===== src/hdl/tgq_pkg.sv =====
// tgq_pkg: shared types, constants and status codes for the team grouped queue.
// No dependencies.
`timescale 1ns / 1ps
package tgq_pkg;

  localparam int ELEMENT_BITS_DEF = 10;
  localparam int MAX_TEAMS_DEF    = 64;
  localparam int QUEUE_DEPTH_DEF  = 1024;

  localparam int FUNC_W   = 2;
  localparam int STATUS_W = 3;
  localparam int CFG_W    = 7;
  localparam int TEAM_IN_W = 6;
  localparam int OUT_VAL_W = 10;

  typedef enum logic [FUNC_W-1:0] {
    FN_LOAD    = 2'd0,
    FN_ENQUEUE = 2'd1,
    FN_DEQUEUE = 2'd2,
    FN_CLEAR   = 2'd3
  } func_t;

  typedef enum logic [STATUS_W-1:0] {
    ST_OK      = 3'd0,
    ST_NO_TEAM = 3'd1,
    ST_EMPTY   = 3'd2,
    ST_FULL    = 3'd3,
    ST_RANGE   = 3'd4
  } status_t;

  // Controller to datapath commands
  typedef struct packed {
    logic capture;   // latch the input item
    logic clr_step;  // write one row of the clearing pass
    logic clr_start; // restart clearing counter
    logic rd;        // membership, order ring and free list reads
    logic rd_chain;  // team chain ends of the selected team
    logic rd_node;   // value and link of the team's first node
    logic exec;      // apply writes and produce the result
  } tgq_cmd_t;

  // Datapath to controller status
  typedef struct packed {
    logic clr_done;
  } tgq_stat_t;

endpackage


===== src/hdl/tgq_ctrl.sv =====
// tgq_ctrl: sequencing state machine for the team grouped queue.
// Depends on tgq_pkg.
`timescale 1ns / 1ps
module tgq_ctrl (
  input  logic               clk,
  input  logic               rst_n,
  input  logic               start,
  input  logic [1:0]         in_func,
  input  tgq_pkg::tgq_stat_t stat,
  output tgq_pkg::tgq_cmd_t  cmd,
  output logic               busy
);
  import tgq_pkg::*;

  typedef enum logic [2:0] {S_CLEAR, S_IDLE, S_READ, S_CHAIN, S_NODE, S_EXEC} state_t;

  state_t state_r, state_nxt;
  logic   busy_nxt;
  logic   accept;

  assign accept = start && !busy;

  always_comb begin
    state_nxt = state_r;
    cmd       = '0;
    cmd.capture = accept;
    case (state_r)
      S_CLEAR: begin
        cmd.clr_step = 1'b1;
        if (stat.clr_done) state_nxt = S_IDLE;
      end
      S_IDLE: begin
        if (accept) begin
          if (func_t'(in_func) == FN_CLEAR) begin
            state_nxt     = S_CLEAR;
            cmd.clr_start = 1'b1;
          end else begin
            state_nxt = S_READ;
          end
        end
      end
      S_READ: begin
        cmd.rd    = 1'b1;
        state_nxt = S_CHAIN;
      end
      S_CHAIN: begin
        cmd.rd_chain = 1'b1;
        state_nxt    = S_NODE;
      end
      S_NODE: begin
        cmd.rd_node = 1'b1;
        state_nxt   = S_EXEC;
      end
      S_EXEC: begin
        cmd.exec  = 1'b1;
        state_nxt = S_IDLE;
      end
      default: state_nxt = S_IDLE;
    endcase
    busy_nxt = (state_nxt != S_IDLE);
  end

  always_ff @(posedge clk) begin
    if (!rst_n) begin
      state_r <= S_CLEAR;
      busy    <= 1'b1;
    end else begin
      state_r <= state_nxt;
      busy    <= busy_nxt;
    end
  end

`ifndef ASSERT_OFF
  a_read_seq: assert property (@(posedge clk) disable iff (!rst_n)
    state_r == S_READ |=> state_r == S_CHAIN) else $error("read not followed by chain read");
  a_busy_state: assert property (@(posedge clk) disable iff (!rst_n)
    busy == (state_r != S_IDLE)) else $error("busy disagrees with state");
  a_exec_idle: assert property (@(posedge clk) disable iff (!rst_n)
    state_r == S_EXEC |=> !busy) else $error("exec not followed by idle");
`endif
endmodule


===== config.mk =====
export PLATFORM = sky130hd
export DESIGN_NAME = tgq_ctrl
export DESIGN_NICKNAME = d
export VERILOG_FILES = /design/src/hdl/tgq_pkg.sv /design/src/hdl/tgq_ctrl.sv
export SDC_FILE = /design/constraint.sdc
export NUM_CORES = 1
export LEC_CHECK = 0
export BUFFER_PORTS_ARGS = -buffer_cell sky130_fd_sc_hd__buf_2
export CORE_AREA = 2 2 39 41
export CTS_CLUSTER_DIAMETER = 200
export CTS_CLUSTER_SIZE = 25
export DETAILED_ROUTE_END_ITERATION = 16
export DIE_AREA = 0 0 41 43
export PLACE_DENSITY_LB_ADDON = 0.2
export SLEW_MARGIN = 10
export SYNTH_ARGS = -nofsm -noshare
export SYNTH_HDL_FRONTEND = slang
export SYNTH_SLANG_ARGS = --single-unit

===== constraint.sdc =====
create_clock -name clk -period 1.4 [get_ports clk]
set_clock_uncertainty 0.1 [all_clocks]
set_input_delay 0.07 -clock clk [delete_from_list [all_inputs] [get_ports clk]]
set_output_delay 0.07 -clock clk [all_outputs]
set_load 0.02 [all_outputs]

Word-level counts from Yosys, hierarchy flattened
Cells that the tools add are included.
{"block": "op_classes", "n_shift": 0, "eq_ne": 7, "bitwise": 0, "n_addsub": 0, "mux": 12, "div_mod_pow": 0, "n_mul": 0, "order_cmp": 0, "reduce_logical": 3}
{"cell": "$pmux 3 s5", "n": 1}
{"cell": "$mux 1", "n": 8}
{"cell": "$eq 3x2->1 const B", "n": 2}
{"cell": "$eq 3x3->1 const B", "n": 2}
{"cell": "$mux 3", "n": 2}
{"cell": "$eq 3x1->1 const B", "n": 1}
{"cell": "$logic_not 3->1", "n": 1}
{"cell": "$ne 3x1->1 const B", "n": 1}
{"cell": "$eq 2x2->1 const B", "n": 1}
{"cell": "$mux 2", "n": 1}
{"cell": "$logic_and 1x1->1", "n": 1}
{"cell": "$logic_not 1->1", "n": 1}
{"block": "word_totals", "out_inout_bits": 8, "memories": 0, "mem_bits_rw": 0, "latch_bits": 0, "romBits": 0, "input_bits": 6, "regBits": 4}

Logic depth before layout (Yosys ltp)
{"block": "depth", "word_depth": 5, "depth_mapped": 4, "mapped_depth_nobuf": 3}

Least setup slack after synthesis
Ideal clock, no wire load.
{"block": "synth_path", "path_type": "reg-to-output", "start": "register state_r[0]", "end": "output cmd[4] (netlist name)", "path_slack_ns": 0.049, "path_stages_with_launch": 4, "n_path_buf": 0, "t_arrival_ns": 1.181, "required_ns": 1.230, "cell_sequence": "dfxtp_1 > nor2b_2 > nand2_1 > nor3_1"}
{"item": "start: declaration", "line": "tgq_ctrl.sv:17", "source": "state_t state_r, state_nxt;"}
{"item": "start signal: assignment", "line": "tgq_ctrl.sv:68", "source": "state_r <= state_nxt;"}
{"item": "end: declaration", "line": "tgq_ctrl.sv:10", "source": "output tgq_pkg::tgq_cmd_t cmd,"}

==> metrics.csv <==
metric,value,unit
"EDFF count, synth",0,
register area share after synthesis,33.2,%
CP arrival,1.15,ns
Synth area leader,dfxtp_1,
pwr dens,919,nW/um^2
Setup crit end kind,primary output,
hold_ws,0.112,ns
highest metal layer with signal wires,met3,
Critical Path Source Type,register,
met2 wire len,298,um
vias in the first global route,221,
synth cell count leaders,"dfxtp_1, nor2b_1, nand2_1",
clock period minus worst slack,1.32,ns
Seq cells post-synth,4,
clock root cell,clkbuf_4,
deepest clock path buffer count,2,
# setup viols final,0,
R2R setup slack,0.13,ns
final hold viol count,0,
htree depth,1,
Die Wd,41,um
Unique masters post-synth,17,
Tcrit/Tclk final,94.5,%
CP cell instances,nor2b_4 > nand2_1 > nor3_1 > buf_2,
max_slew headroom,89.0,%
slew of the pin with the lowest slew margin,0.164,ns
vias,262,
core footprint,1380,sq um
area delta synth->final,58.5,%
Overflow after GRT,0,
LEAKAGE,0.187,nW
"top cells by area, synth","dfxtp_1, nor2b_1, nor3b_1",
cts bufs inserted,3,
first-pass GRT wire length,828,um
Placer Congestion,0.674,
syn avg cell area,8.94,sq um
port bufs,13,
Synth Flop Type,dfxtp_1,
CTS Sinks,4,
fillers,163,
"slowest stage cell, crit path",dfxtp_4,
n_diodes,0,
setup TNS,0,ns
Post-Syn Instances,27,
Max Slew Vio Count,0,
"CP delay by family, top",flip-flops,
via density per instance,4.23,
gr usage total,6.93,%
initial antenna violation count,0,
DRC,0,
synthesized area,241,sq um
CP required,1.23,ns
worst vdd ir,0.286,mV
drt wl/cell,9.35,um
WL met3,31,um
"Net Count, Synth",33,
TritonRoute pass-1 iters,3,
post-synth top area share,33.2,%
clock slew at reported path FFs,0.04,ns
DR iter-0 viols,2,
outcome,completed,
initial core utilization,17.5,%
CTS tree,done,
Final ANT Viol Nets,0,
worst setup path class,register to primary output,
Critical Path Fanout Max,7,
final core utilization,27.7,%
drt total wl,580,um
row count,14,
Ports,14,
CP peak stage delay,0.36,ns
Final Net Count,54,
RSZ-0062 raised after global routing,false,
Highest Clock Rate,755,MHz
Max-cap violations,0,
die area,1760,sq um
HPWL Detailed,415,um
die height,43,um
Clock Latency Late Sink,0.24,ns
layout cells sized above 1,54.3,%
asr flop ratio synth,0,%
Buf/Inv on CP,1,
Hold WC Path Type,input port to register,
Met1 Wirelength,250,um
largest net degree at the start of global routing,10,
YS warnings,0,
[cell families after synthesis]
group / count (synthesis) / share of synthesized area (%)
and+or+nand+nor: 16 / 44.6
buffers and inverters: 2 / 7.77
DFF: 4 / 33.2
AOI/OAI and AO/OA: 5 / 14.5
[sequential cells by signal, summed over array words and instances (netlist names)]
| name | flops |
|---|---|
| state_r | 3 |
| busy | 1 |
[timing repair]
| item | 4_1_cts | 5_1_grt |
|---|---|---|
| setup endpoints to repair | 2 | 1 |
| setup buffers | 0 | 3 |
| pin swaps | 0 | 0 |
| cloned | 0 | 0 |
| hold buffers | 1 | 0 |
| hold endpoints to repair | 3 | 0 |
| gates resized for setup | 3 | 2 |
[layout by cell type (no fill, tap or decap)]
cell type      Yosys  routed
o21ai_1            1       1
nor3_1             2       2
o41a_1             1       1
and3b_1            1       1
a31oi_1            1       1
buf_4              1       4
nor3b_1            2       2
dfxtp_2            0       1
nor3b_2            1       1
nor2b_1            4       3
dlygate4sd3_1      0       1
nand2_1            3       3
buf_2              0      13
clkbuf_4           0       3
nor2b_4            0       1
and2_1             1       1
dfxtp_4            0       1
nor2b_2            1       1
o21a_1             1       1
o21ai_0            1       1
or4b_1             1       1
dfxtp_1            4       2
[per-stage QoR]
stage	instance area [sq um]	setup WS, ns	cells	power, W
global placement	315	0.0866	55	0.000187
floorplan	241	0.0488	27	0.000168
finish	383	0.0763	62	0.000352
CTS	357	0.0197	59	0.000347
global route	383	0.0153	62	0.000370
detailed placement	315	0.114	55	0.000187
[tightest hold or removal path, cell delays in order]
cell and delay, ns:
buf_2 0.08, nor2b_1 0.12, o41a_1 0.14
[per-layer routing]
| layer | vias to the layer above | global-route usage, % |
|---|---|---|
| li1 | 137 | - |
| met1 | 119 | 9.03 |
| met2 | 6 | 9.06 |
| met3 | 0 | 0 |
| met4 | 0 | 8.00 |
| met5 | - | 0 |
[report_power, final]
group | switching [W] | total (W) | internal (W)
combinational | 0.0000334 | 0.0000725 | 0.0000391
sequential | 0.00000765 | 0.000129 | 0.000122
clock | 0.0000538 | 0.000150 | 0.0000964
[path summary, 6_finish.rpt]
| path | startpoint | depth (start not counted) | to |
|---|---|---|---|
| setup reg to reg | state_r[0] | 4 | state_r[0] |
| hold reg to reg | state_r[2] | 2 | state_r[1] |
| setup / recovery | state_r[0] | 4 | cmd[4] |
| hold / removal | stat | 3 | state_r[0] |
[final cells by class]
cell class	count	area, sq um	share of cell area, %
Clock buffer	3	22.5	5.88
Multi-Input combinational cell	21	150	39.2
Sequential cell	4	85.1	22.2
Tap cell	16	20.0	5.23
Timing Repair Buffer	18	105	27.5
Note: power is estimated with default switching activity, not from simulation.
